File: src/design/assert_macros.svh
// Assertion macros used by pixel_residual_block_golomb_param.sv.
// Define NO_ASSERTIONS to compile every assertion away.
`ifndef ASSERT_MACROS_SVH
`define ASSERT_MACROS_SVH

`ifndef NO_ASSERTIONS

// The consequent must hold in the same cycle as the antecedent.
`define ASSERT_IMP(label, clk, rst_n, ante, cons) \
    label: assert property (@(posedge clk) disable iff (!(rst_n)) (ante) |-> (cons)) \
        else $error("assertion failed");

// The consequent must hold in the cycle after the antecedent.
`define ASSERT_NXT(label, clk, rst_n, ante, cons) \
    label: assert property (@(posedge clk) disable iff (!(rst_n)) (ante) |=> (cons)) \
        else $error("assertion failed");

`else

`define ASSERT_IMP(label, clk, rst_n, ante, cons)
`define ASSERT_NXT(label, clk, rst_n, ante, cons)

`endif

`endif

File: src/design/prbgp_pkg.sv
`timescale 1ns / 1ps

package prbgp_pkg;

    // Image geometry and field widths.
    localparam int MAX_WIDTH  = 4096;
    localparam int COL_W      = $clog2(MAX_WIDTH);
    localparam int NCH        = 3;
    localparam int PIX_W      = 8;
    localparam int RES_W      = 9;
    localparam int SUM_W      = 24;
    localparam int CNT_W      = 16;
    localparam int IWID_W     = 13;
    localparam int PAR_W      = 8;

    // Configuration port.
    localparam int CFG_ADDR_W = 2;
    localparam int CFG_DATA_W = 16;

    // Stream widths.
    localparam int IN_DATA_W  = 24;
    localparam int OUT_DATA_W = 56;
    localparam int OUT_PAD_W  = OUT_DATA_W - NCH * (RES_W + PAR_W);

    // Division by three as a multiplication by a scaled reciprocal.
    // Exact for every sum of three 8-bit samples.
    localparam int RECIP3_W     = 10;
    localparam int RECIP3       = 683;
    localparam int RECIP3_SHIFT = 11;

    // Register indexes of the configuration port.
    typedef enum logic [CFG_ADDR_W-1:0] {
        CFG_IMAGE_WIDTH = 2'd0,
        CFG_BLOCK_SIZE  = 2'd1,
        CFG_ADAPTIVE    = 2'd2
    } t_cfg_idx;

    // A pixel: channel 0 (luma) in the lowest byte.
    typedef logic [NCH-1:0][PIX_W-1:0] t_pixel;

    // Residuals and their magnitudes for all channels.
    typedef struct packed {
        logic [NCH-1:0][RES_W-1:0] resid;
        logic [NCH-1:0][PIX_W-1:0] mag;
    } t_pred_res;

    // Request to the parameter divider.
    typedef struct packed {
        logic                      start;
        logic [CNT_W-1:0]          divisor;
        logic [NCH-1:0][SUM_W-1:0] dividend;
    } t_div_req;

endpackage

File: src/design/prbgp_pred.sv
`timescale 1ns / 1ps

module prbgp_pred (
    input  prbgp_pkg::t_pixel    i_cur,
    input  prbgp_pkg::t_pixel    i_left,
    input  prbgp_pkg::t_pixel    i_above,
    input  prbgp_pkg::t_pixel    i_upper_left,
    input  logic                 i_first_row,
    input  logic                 i_col_zero,
    output prbgp_pkg::t_pred_res o_res
);

    import prbgp_pkg::*;

    localparam int TRI_W  = PIX_W + 2;
    localparam int PROD_W = TRI_W + RECIP3_W;

    logic [NCH-1:0][TRI_W-1:0]  w_tri;
    logic [NCH-1:0][PROD_W-1:0] w_prod;
    logic [NCH-1:0][PIX_W-1:0]  w_pred;
    logic [NCH-1:0][RES_W-1:0]  w_diff;
    logic [NCH-1:0][RES_W-1:0]  w_neg;

    // Per channel: pick the predictor, subtract, take the magnitude.
    always_comb begin
        for (int c = 0; c < NCH; c++) begin
            w_tri[c] = TRI_W'(i_left[c]) + TRI_W'(i_above[c]) + TRI_W'(i_upper_left[c]);
            w_prod[c] = PROD_W'(w_tri[c]) * PROD_W'(RECIP3);

            if (i_first_row && i_col_zero) begin
                w_pred[c] = '0;
            end else if (i_first_row) begin
                w_pred[c] = i_left[c];
            end else if (i_col_zero) begin
                w_pred[c] = i_above[c];
            end else begin
                w_pred[c] = w_prod[c][RECIP3_SHIFT +: PIX_W];
            end

            w_diff[c] = RES_W'(i_cur[c]) - RES_W'(w_pred[c]);
            w_neg[c]  = RES_W'(0) - w_diff[c];

            o_res.resid[c] = w_diff[c];
            o_res.mag[c]   = w_diff[c][RES_W-1] ? w_neg[c][PIX_W-1:0]
                                                : w_diff[c][PIX_W-1:0];
        end
    end

endmodule

File: config.mk
export PLATFORM = sky130hd
export DESIGN_NAME = prbgp_pred
export DESIGN_NICKNAME = d
export VERILOG_FILES = /design/src/design/assert_macros.svh /design/src/design/prbgp_pkg.sv /design/src/design/prbgp_pred.sv
export SDC_FILE = /design/constraint.sdc
export NUM_CORES = 1
export LEC_CHECK = 0
export BUFFER_PORTS_ARGS = -buffer_cell sky130_fd_sc_hd__buf_4
export CAP_MARGIN = 10
export CORE_MARGIN = 2
export CORE_UTILIZATION = 35
export DETAILED_ROUTE_END_ITERATION = 7
export PLACE_DENSITY_LB_ADDON = 0.25
export SYNTH_ARGS = -nofsm -noshare
export SYNTH_HDL_FRONTEND = slang
export SYNTH_SLANG_ARGS = --single-unit
File: constraint.sdc
create_clock -name vclk -period 12.7
set_input_delay 2.54 -clock vclk [all_inputs]
set_output_delay 2.54 -clock vclk [all_outputs]
set_load 0.03 [all_outputs]
[Yosys cells after proc, flatten, opt, wreduce, memory -nomap -nowiden]
Cells that the tools add are included.
Storage, ports and cells
  register bits after elaboration: 0
  output and inout port bits: 51
  word-level logic and storage cells: 28
Cells by class
  $add $sub $neg: 12
  multiply operators: 3
  multiplexer cells: 12
  reduce and logical (&&, ||, !) cells: 1
Operators with widths (number)
  8-bit 2-to-1 mux: 12
  10-bit by 10-bit multiplier with 19-bit output, second input constant: 3
  9-bit by 8-bit adder with 10-bit output: 3
  8-bit by 8-bit adder with 9-bit output: 3
  8-bit by 8-bit subtractor with 9-bit output: 3
  1-bit by 8-bit subtractor with 8-bit output, first input constant: 3
  1-bit logical AND: 1

[Depth between registers and ports, before layout]
  depth in word-level cells: 9
  mapped depth: 38

[Least setup slack after synthesis]
Ideal clock, no wire load.
  kind: input to output
  start: in i_left[17] (netlist bit)
  end: out o_res[22] (netlist bit)
  arrival: 10.453 ns
  setup slack: -0.293 ns
  stages: 36
  cells stage by stage: inv_1 -> fa_1 -> inv_1 -> ha_1 -> inv_1 -> fa_1 -> nor2b_2 -> o31ai_2 -> nand2b_1 -> a21o_1 -> xnor2_1 -> inv_1 -> ha_1 -> ha_1 -> inv_1 -> fa_1 -> inv_1 -> fa_1 -> inv_1 -> fa_1 -> inv_1 -> ha_1 -> and3_4 -> a221oi_2 -> nand2b_2 -> nand3b_1 -> xor2_1 -> a221oi_1 -> ha_1 -> nor2b_1 -> o31a_1 -> nor3_1 -> nor2_1 -> a21oi_1 -> o31ai_1 -> xnor2_1
RTL lines
  start: declaration: line prbgp_pred.sv:5  | input prbgp_pkg::t_pixel i_left,
  end: declaration: line prbgp_pred.sv:10  | output prbgp_pkg::t_pred_res o_res

==> out/results.ini <==
[synthesis]
yosysSeqAreaShare_pct = 0
yosys_warnings = 0
yosys-top-cells-area = ha_1 33%, fa_1 22%, inv_1 8.0%
synth_top_area_share_pct = 33.15
synth_area_per_cell_um2 = 8.801
postSynthNetCount = 1340
synth_top_area_cell = ha_1
syn_area_um2 = 8229
synthDistinctLibCells = 64
synthCells = 935

[critical_path]
critPathMostFrequentCell = inv_2
startpoint_type = input pin
end_kind = output pin
critPathMaxFanout = 3
crit_family = adder cells
crit_path_max_incr_delay_ns = 0.54
cp.required_ns = 10.16
critPathKind = in -> out
crit_arrival_ns = 10.01
crit_buf_inv = 13
critPathSlowestCell = fa_1

[floorplan]
core_um2 = 23260
die_h_um = 157.3
fp.dieW_um = 157.3
initial_core_util_pct = 35.38
die-area_um2 = 24750
io_pins = 149
row_count = 56

[final_layout]
regArea_um2 = 0
drive_above_1_share_pct = 39.87
nFlopsAndLatches = 0
area_growth_pct = 44.79
num-nets-final = 1646
clkbuf_count = 0

[sta]
max_freq_mhz = 79.71
timing.hold.ws_ns = 5.618
finalHoldViolCount = 0
tightest_slew_ns = 0.6544
setup_violations = 0
max_slew_margin_pct = 56.06
period_share_pct = 98.79
final_max_slew_viol_count = 0
fin_crit_ns = 12.55
finalSetupTns_ns = 0
rsz0062_at_grt = true

[global_route]
first_global_vias = 7721
grt_pass1_wl_um = 37360
antenna_found_initial = 1
grt_usage_pct = 18.59
grt.busiest_layer = met2
grt_use_met1_pct = 25.25
gr-usage-met3_pct = 1.101
grt_max_degree = 21
overflow = 0
use_met2_pct = 33.85

[route]
drt-total-wl_um = 23970
viasPerCell = 4.890
vias = 7624
route.detailed.drc = 0
drtAntennaViolNets = 0
drtPass1Iterations = 6
wl_per_cell_um = 15.38
drt-initial-drc-count = 285

[clock_network]
ctsHoldBuffers = 0

[outcome]
status = complete, no violations

[min_path]
hold_depth = 4
hp-class = in -> out
whs_endpoint = o_res[49]
hold_start = i_cur[23]

[placement]
io_buffer_count = 149
gp_congestion = 0.9178
dp_hpwl_um = 20900

[job]
drv_cap = 0

logic make-up after synthesis:
group	count (synthesis)	synth area share, %
compound gates	204	17.04
xor+xnor	85	9.138
fa+ha+maj	307	54.80
buf+inv	188	8.910
mux	6	0.7602
simple gates	145	9.351
worst max path at each step:
stage / start / cells past startpoint / endpoint
2_1_floorplan: i_left[17] / 37 / o_res[22]
3_3_place_gp: i_left[9] / 41 / o_res[14]
3_5_place_dp: i_left[9] / 41 / o_res[10]
4_1_cts: i_left[17] / 41 / o_res[18]
5_1_grt: i_upper_left[17] / 40 / o_res[23]
6_report: i_upper_left[17] / 40 / o_res[23]
per-stage QoR:
step / cells / instance area [µm²] / util, % / setup WS, ns
4_1_cts: 1536 / 11100 / 47.71 / 0.002427
3_5_place_dp: 1529 / 10820 / 46.51 / -0.3920
5_1_grt: 1558 / 11910 / 51.21 / -0.2720
2_1_floorplan: 935 / 8327 / - / -0.07005
6_report: 1559 / 11920 / 51.22 / 0.1543
3_3_place_gp: 1529 / 10820 / 46.51 / -0.3682
final cells by class:
type | instances | area [µm²]
multi-input cells | 747 | 8418
inverters | 175 | 659.4
diodes | 1 | 2.502
well taps | 319 | 399.1
repair buffers | 317 | 2436
fillers | 2201 | 11350
tightest hold or removal path, stage by stage:
cell and delay, ns:
buf_4 0.08, ha_1 0.15, xnor2_1 0.12, buf_4 0.19
cell usage in the layout (no fill, tap or decap), types with 5 or more instances in the layout:
| cell type | n |
|---|---|
| a21o_1 | 23 |
| a21oi_1 | 27 |
| a21oi_2 | 17 |
| a221oi_1 | 5 |
| a222oi_1 | 6 |
| a22o_1 | 8 |
| a31oi_1 | 6 |
| and2_1 | 5 |
| buf_4 | 302 |
| buf_6 | 15 |
| fa_1 | 81 |
| fa_2 | 8 |
| ha_1 | 186 |
| ha_2 | 6 |
| ha_4 | 26 |
| inv_1 | 150 |
| inv_2 | 24 |
| nand2_1 | 20 |
| nand2b_1 | 6 |
| nand3b_1 | 6 |
| nor2_1 | 37 |
| nor2_2 | 5 |
| nor2b_1 | 7 |
| nor2b_2 | 6 |
| nor2b_4 | 5 |
| nor3_1 | 6 |
| o21a_1 | 16 |
| o21ai_0 | 27 |
| o21ai_1 | 8 |
| o21bai_1 | 7 |
| o31ai_2 | 6 |
| xnor2_1 | 46 |
| xnor2_2 | 18 |
| xor2_1 | 14 |
| xor2_2 | 6 |
cells in the mapped netlist, drive strengths merged, types with 9 or more instances:
master  number
ha         218
inv        175
fa          89
xnor2       65
a21oi       45
nor2        44
o21ai       39
nand2       24
a21o        23
xor2        20
nor2b       18
o21a        16
o31ai       12
nand3        9
nor3         9
routing by layer:
metal	share of wire, %	wire (µm)	vias up
met2	51	12280	126
met5	0	0	-
met4	0.68	164	0
li1	-	-	3829
met3	3.8	916	14
met1	44	10610	3655
what timing repair did:
| action | CTS | global route |
|---|---|---|
| endpoints found under the hold margin | 0 | 0 |
| pin swaps | 38 | 110 |
| setup buffers | 8 | 24 |
| gates resized for setup | 50 | 133 |
| setup endpoints to repair | 24 | 33 |
Power is not shown: default switching activity piles up to over one toggle a cycle in this logic, so the estimate is an artifact.
