$ cat config.mk
export PLATFORM = sky130hd
export DESIGN_NAME = prbgp_div
export DESIGN_NICKNAME = d
export VERILOG_FILES = /design/src/design/assert_macros.svh /design/src/design/prbgp_pkg.sv /design/src/design/prbgp_div.sv
export SDC_FILE = /design/constraint.sdc
export NUM_CORES = 1
export LEC_CHECK = 0
export CORE_ASPECT_RATIO = 1.25
export CORE_MARGIN = 4
export CORE_UTILIZATION = 60
export CTS_CLUSTER_DIAMETER = 150
export DETAILED_ROUTE_END_ITERATION = 10
export DONT_BUFFER_PORTS = 1
export PLACE_DENSITY = 0.76
export SKIP_LAST_GASP = 1
export SLEW_MARGIN = 20
export SYNTH_ARGS = -nofsm -noshare
export SYNTH_HDL_FRONTEND = slang
export SYNTH_SLANG_ARGS = --single-unit
$ cat constraint.sdc
create_clock -name i_clk -period 6.3 [get_ports i_clk]
set_input_delay 0.945 -clock i_clk [delete_from_list [all_inputs] [get_ports i_clk]]
set_output_delay 0.945 -clock i_clk [all_outputs]
set_load 0.01 [all_outputs]
$ cat src/design/assert_macros.svh
// Assertion macros used by pixel_residual_block_golomb_param.sv.
// Define NO_ASSERTIONS to compile every assertion away.
`ifndef ASSERT_MACROS_SVH
`define ASSERT_MACROS_SVH

`ifndef NO_ASSERTIONS

// The consequent must hold in the same cycle as the antecedent.
`define ASSERT_IMP(label, clk, rst_n, ante, cons) \
    label: assert property (@(posedge clk) disable iff (!(rst_n)) (ante) |-> (cons)) \
        else $error("assertion failed");

// The consequent must hold in the cycle after the antecedent.
`define ASSERT_NXT(label, clk, rst_n, ante, cons) \
    label: assert property (@(posedge clk) disable iff (!(rst_n)) (ante) |=> (cons)) \
        else $error("assertion failed");

`else

`define ASSERT_IMP(label, clk, rst_n, ante, cons)
`define ASSERT_NXT(label, clk, rst_n, ante, cons)

`endif

`endif

$ cat src/design/prbgp_pkg.sv
`timescale 1ns / 1ps

package prbgp_pkg;

    // Image geometry and field widths.
    localparam int MAX_WIDTH  = 4096;
    localparam int COL_W      = $clog2(MAX_WIDTH);
    localparam int NCH        = 3;
    localparam int PIX_W      = 8;
    localparam int RES_W      = 9;
    localparam int SUM_W      = 24;
    localparam int CNT_W      = 16;
    localparam int IWID_W     = 13;
    localparam int PAR_W      = 8;

    // Configuration port.
    localparam int CFG_ADDR_W = 2;
    localparam int CFG_DATA_W = 16;

    // Stream widths.
    localparam int IN_DATA_W  = 24;
    localparam int OUT_DATA_W = 56;
    localparam int OUT_PAD_W  = OUT_DATA_W - NCH * (RES_W + PAR_W);

    // Division by three as a multiplication by a scaled reciprocal.
    // Exact for every sum of three 8-bit samples.
    localparam int RECIP3_W     = 10;
    localparam int RECIP3       = 683;
    localparam int RECIP3_SHIFT = 11;

    // Register indexes of the configuration port.
    typedef enum logic [CFG_ADDR_W-1:0] {
        CFG_IMAGE_WIDTH = 2'd0,
        CFG_BLOCK_SIZE  = 2'd1,
        CFG_ADAPTIVE    = 2'd2
    } t_cfg_idx;

    // A pixel: channel 0 (luma) in the lowest byte.
    typedef logic [NCH-1:0][PIX_W-1:0] t_pixel;

    // Residuals and their magnitudes for all channels.
    typedef struct packed {
        logic [NCH-1:0][RES_W-1:0] resid;
        logic [NCH-1:0][PIX_W-1:0] mag;
    } t_pred_res;

    // Request to the parameter divider.
    typedef struct packed {
        logic                      start;
        logic [CNT_W-1:0]          divisor;
        logic [NCH-1:0][SUM_W-1:0] dividend;
    } t_div_req;

endpackage

$ cat src/design/prbgp_div.sv
`timescale 1ns / 1ps

module prbgp_div (
    input  logic                              i_clk,
    input  logic                              i_rst_n,
    input  prbgp_pkg::t_div_req               i_req,
    output logic                              o_done,
    output logic [prbgp_pkg::NCH-1:0][prbgp_pkg::PAR_W-1:0] o_param
);

    import prbgp_pkg::*;

    localparam int STEP_W = $clog2(SUM_W);
    localparam int REM_W  = CNT_W + 1;

    logic                      r_busy;
    logic                      r_done;
    logic [STEP_W-1:0]         r_step;
    logic [CNT_W-1:0]          r_divisor;
    logic [NCH-1:0][CNT_W-1:0] r_rem;
    logic [NCH-1:0][SUM_W-1:0] r_quo;

    logic [NCH-1:0][REM_W-1:0] w_trial;
    logic [NCH-1:0]            w_fits;
    logic                      w_last;

    // One restoring step per lane and cycle; the dividend shifts out as
    // the quotient shifts in.
    always_comb begin
        for (int c = 0; c < NCH; c++) begin
            w_trial[c] = {r_rem[c], r_quo[c][SUM_W-1]};
            w_fits[c]  = w_trial[c] >= REM_W'(r_divisor);
        end
    end

    assign w_last = r_step == STEP_W'(SUM_W - 1);

    // Control: start loads the lanes, the last step raises done for a cycle.
    always_ff @(posedge i_clk) begin
        if (!i_rst_n) begin
            r_busy <= 1'b0;
            r_done <= 1'b0;
            r_step <= '0;
        end else begin
            r_done <= 1'b0;
            if (i_req.start) begin
                r_busy <= 1'b1;
                r_step <= '0;
            end else if (r_busy) begin
                r_step <= r_step + STEP_W'(1);
                if (w_last) begin
                    r_busy <= 1'b0;
                    r_done <= 1'b1;
                end
            end
        end
    end

    // Lane data.
    always_ff @(posedge i_clk) begin
        if (i_req.start) begin
            r_divisor <= i_req.divisor;
            r_rem     <= '0;
            r_quo     <= i_req.dividend;
        end else if (r_busy) begin
            for (int c = 0; c < NCH; c++) begin
                if (w_fits[c]) begin
                    r_rem[c] <= CNT_W'(w_trial[c] - REM_W'(r_divisor));
                end else begin
                    r_rem[c] <= w_trial[c][CNT_W-1:0];
                end
                r_quo[c] <= {r_quo[c][SUM_W-2:0], w_fits[c]};
            end
        end
    end

    // The mean is clamped to the range of one to 255.
    always_comb begin
        for (int c = 0; c < NCH; c++) begin
            if (r_quo[c] == '0) begin
                o_param[c] = PAR_W'(1);
            end else if (r_quo[c][SUM_W-1:PAR_W] != '0) begin
                o_param[c] = '1;
            end else begin
                o_param[c] = r_quo[c][PAR_W-1:0];
            end
        end
    end

    assign o_done = r_done;

endmodule

## After elaboration in Yosys (flattened, before gate mapping)

Cells that the tools add are included.

- Register bits: 143
- Output and inout port bits: 25
- Word-level logic and storage cells: 44

- Add/sub/neg operators: 4
- Eq/ne operators: 1
- Magnitude comparators: 3
- Multiplexer cells: 15
- Bitwise operators: 2
- Reduce and logical (&&, ||, !) cells: 9

Operator list:

| kind | number |
|---|---|
| 2-to-1 mux 72 bit | 2 |
| zero test 24 bit | 3 |
| >= comparator 17 x 16 -> 1 bit | 3 |
| 2-to-1 mux 16 bit | 3 |
| 2-to-1 mux 8 bit | 6 |
| nonzero test 16 bit | 3 |
| subtractor 16 bit | 3 |
| adder 5 x 1 -> 5 bit (second input constant) | 1 |
| equality test 5 bit (second input constant) | 1 |
| 2-to-1 mux 1 bit | 4 |
| OR reduction 3 bit | 1 |
| NOT 1 bit | 2 |
| nonzero test 2 bit | 1 |
| OR reduction 2 bit | 1 |

## Longest topological paths before layout

- Depth after elaboration: 4
- Depth in mapped cells: 12

## Worst setup path after synthesis

No wires, ideal clock.

- Path kind: in2reg
- Start: input port i_req[88] (netlist name)
- End: register r_quo[0] (netlist name) (enable)
- Arrival time: 2968 ps
- Setup time: 426 ps
- Stages on the path: 4
- Path buffers: 2
- Slack: 2906 ps
- Data required time: 5874 ps
- Path through: clkbuf_1 > nor2_1 > clkbuf_1 > inv_1

- Cells in the longest elaborated chain, start to end: 1

Ends and longest elaborated chain:

| what | line | source |
|---|---|---|
| from (decl) | prbgp_div.sv:6 | `input prbgp_pkg::t_div_req i_req,` |
| nonzero test 2 bit (no line) | - |  |
| to (signal assigned) | prbgp_div.sv:64 | `r_quo <= i_req.dividend;` |
| to (signal, indexed assignment) | prbgp_div.sv:72 | `r_quo[c] <= {r_quo[c][SUM_W-2:0], w_fits[c]};` |
| to (decl) | prbgp_div.sv:21 | `logic [NCH-1:0][SUM_W-1:0] r_quo;` |

No other way between the ends.
A chain may end at the register's enable or synchronous reset.

## Worst setup path after layout

- Start: register r_divisor[4]
- End: register r_quo[0] (netlist name) (data pin)

- Cells in the longest elaborated chain, start to end: 3

Ends and longest elaborated chain:

| what | line | source |
|---|---|---|
| from (decl) | prbgp_div.sv:19 | `logic [CNT_W-1:0] r_divisor;` |
| from (signal assigned) | prbgp_div.sv:62 | `r_divisor <= i_req.divisor;` |
| >= comparator 17 x 16 -> 1 bit | prbgp_div.sv:32 | `w_fits[c] = w_trial[c] >= REM_W'(r_divisor);` |
| 2-to-1 mux 72 bit | prbgp_div.sv:65 | `end else if (r_busy) begin` |
| 2-to-1 mux 72 bit | prbgp_div.sv:61 | `if (i_req.start) begin` |

No other way between the ends. The select of a mux whose other input is x is not followed.

==> reports/qor.yml <==
switching_share_pct: 26.9
io_buffers: 0
vias: 6423
gr-total-overflow: 0
dpl_worst_slack_ns: 3.08
yosysMostFrequentCell: "edfxtp_1"
syn_area_um2: 8630
p_sw_mw: 0.745
post_cts_resized: 0
setup_tns_ns: 0
ctsHoldBuffers: 0
status: "completed"
power_frac_comb_pct: 17.8
start_util_pct: 62.0
synth_commonest_cells: "edfxtp_1, mux2_2, nor2_1"
htreeDepth: 4
fin_ws_ns: 3.08
routedWlPerCell_um: 20.4
fp.dieW_um: 115
grt_pass1_wl_mm: 32.8
path_max_fanout: 17
critical_path.top_delay_family: "compound AO/OA/AOI/OAI gates"
drt_pre_antenna_iters: 8
synth.area.top_cells: "edfxtp_1, dfxtp_1, mux2_2"
cts_buffers: 17
antenna_found_initial: 3
synthCells: 811
ys_seq_area_share_pct: 43.4
core.rowCount: 48
synth_top_area_cell: "edfxtp_1"
place_inst: 957
yosysTopAreaCellShare_pct: 30.6
synth-seq-cells: 143
routabilityCongestion: 0.891
startpoint_type: "flip-flop"
power_density_nw_per_um2: 295
min_period_ns: 3.22
multi_input_comb_area_um2: 4610
post-cts-setup-buffers: 0
cp.arrival_ns: 3.39
crit_type: "reg2reg"
track_usage_pct: 25.1
final_nets: 944
power.share.sequential_pct: 41.6
synthArstFlopShare_pct: 0
clk_latency_ns: 0.42
die_h_um: 142
setup_viol_count_final: 0
pwr-share-clk_pct: 40.6
die-area_um2: 16400
ys.flop_type: "edfxtp_1"
io_pins: 116
leakage_nw: 3.54
grt_max_degree: 125
fin_skew_ns: 0.00737
rsz0062_at_grt: "false"
regArea_um2: 3740
drtAntennaViolNets: 0
final_hold_viol_count: 0
slowest_delay_ns: 0.72
max_cap_viol_count: 0
syn2layout_area_growth_pct: 8.77
ir_drop_v: 0.000235
path_clk_slew_ns: 0.06
end_kind: "flip-flop"
hold_class: "reg2reg"
grt_pass1_vias: 6588
syn_area_per_cell_um2: 10.6
critPathRequiredTime_ns: 6.47
core_um2: 13900
routed_wl_mm: 20.3
fmax_mhz: 311
clock-sinks: 143
cts_max_path_buffers: 2
final_core_util_pct: 67.4
yosys_warnings: 0
power.internal_mw: 2.02
synthDistinctLibCells: 71
cpMaxStageDelayCell: "a221o_1"
path_cells: "inv_1, ha_1, a21oi_1, o22ai_1, a311o_1, o31a_1, a221o_1, mux2_2"
cts_tree: "built"
first_iter_violations: 501
viasPerCell: 6.48
nFillCells: 1068
synth-edff-count: 88
dp_hpwl_mm: 14.6
syn_nets: 954
critPathBufInv: 1
max_slew_margin_pct: 36.8
worst_pin_slew_ns: 0.948
drv_slew: 0
cts_root_buffer: "clkbuf_16"
instances_no_fill: 991
fin_crit_sh_pct: 51.1
drive_gt1_share_pct: 17.6
drcViolationCount: 0
## layout by cell type, fill, tap and decap left out, types with 15 or more instances in the layout
cell type  Yosys  layout
clkbuf_16      0      17
nand4_1       15      15
nor2_1        72      72
nor4_1        20      20
mux2_2        72      72
mux2i_1       32      32
o21ai_0       29      29
ha_1          49      49
inv_1         33      32
nand2_1       27      27
xnor2_1       23      23
a21oi_1       28      28
or2_2         26      26
o21a_1        17      17
dfxtp_1       55      54
edfxtp_1      88      88
a211oi_1      24      24
nor3_1        19      19
## worst reg2reg max path: stages (launching register included)
cell	delay, ns
edfxtp_1	0.37
inv_1	0.18
ha_1	0.33
a21oi_1	0.19
o22ai_1	0.09
a311o_1	0.36
o31a_1	0.31
a221o_1	0.72
mux2_2	0.42
## cells by family (layout without fill, tap and decap cells)
| logic type | after synthesis | count (layout) | share of synthesized area, % |
|---|---|---|---|
| AOI/OAI and AO/OA | 185 | 185 | 15.6 |
| muxes | 104 | 104 | 13.1 |
| DFF | 143 | 143 | 43.4 |
| adders and majority gates | 52 | 52 | 7.80 |
| and+or+nand+nor | 228 | 228 | 13.5 |
| xor gates and xnor gates | 33 | 33 | 3.35 |
| buffers and inverters | 66 | 69 | 3.25 |
| other | 0 | 2 | 0 |
## layout make-up
class	count	share of cell area, %
Tap cell	175	2.33
Inverter	33	1.32
Multi-Input combinational cell	602	49.1
Antenna cell	2	0.0533
Clock inverter	14	2.44
Clock buffer	18	4.57
Sequential cell	143	39.9
Timing Repair Buffer	4	0.320
## path summary, 6_finish.rpt
kind	startpoint	to	slack, ns	cells after the start
worst max-delay path	r_divisor[4]$_DFFE_PP_	r_quo[0]$_DFFE_PP_	3.08	8
worst min register to register	r_rem[14]$_SDFFE_PP0P_	r_rem[14]$_SDFFE_PP0P_	0.49	2
worst max register to register	r_divisor[4]$_DFFE_PP_	r_quo[0]$_DFFE_PP_	3.08	8
worst min-delay path	r_rem[14]$_SDFFE_PP0P_	r_rem[14]$_SDFFE_PP0P_	0.49	2
## registers in the layout, summed over array words and instances, names as in the netlist
name	count
r_step	5
r_rem	48
r_divisor	16
r_quo	72
o_done	1
r_busy	1
## power groups by stage
stage / sequential [mW] / combinational, mW / clock [mW]
global placement: 1.17 / 0.465 / 0
global route: 1.16 / 0.544 / 1.18
detailed placement: 1.17 / 0.483 / 0
finish: 1.15 / 0.492 / 1.13
floorplan: 1.14 / 0.411 / 0
CTS: 1.15 / 0.487 / 1.14
## routing by layer
layer	share of wire, %	vias up	wire length [µm]	global-route usage, %
li1	-	3073	-	-
met4	3.1	2	636	10.1
met3	6.1	45	1240	7.19
met1	42	3081	8420	30.3
met5	0.039	-	8	0
met2	49	222	9960	42.1
## metrics by stage
stage	hold slack [ns]	area, µm²	power [mW]
floorplan	0.444	8630	1.55
global placement	0.467	8730	1.63
detailed placement	0.470	8730	1.65
CTS	0.486	9390	2.78
global route	0.508	9390	2.88
finish	0.488	9390	2.77
No activity file was read; power rests on OpenSTA's default activity.
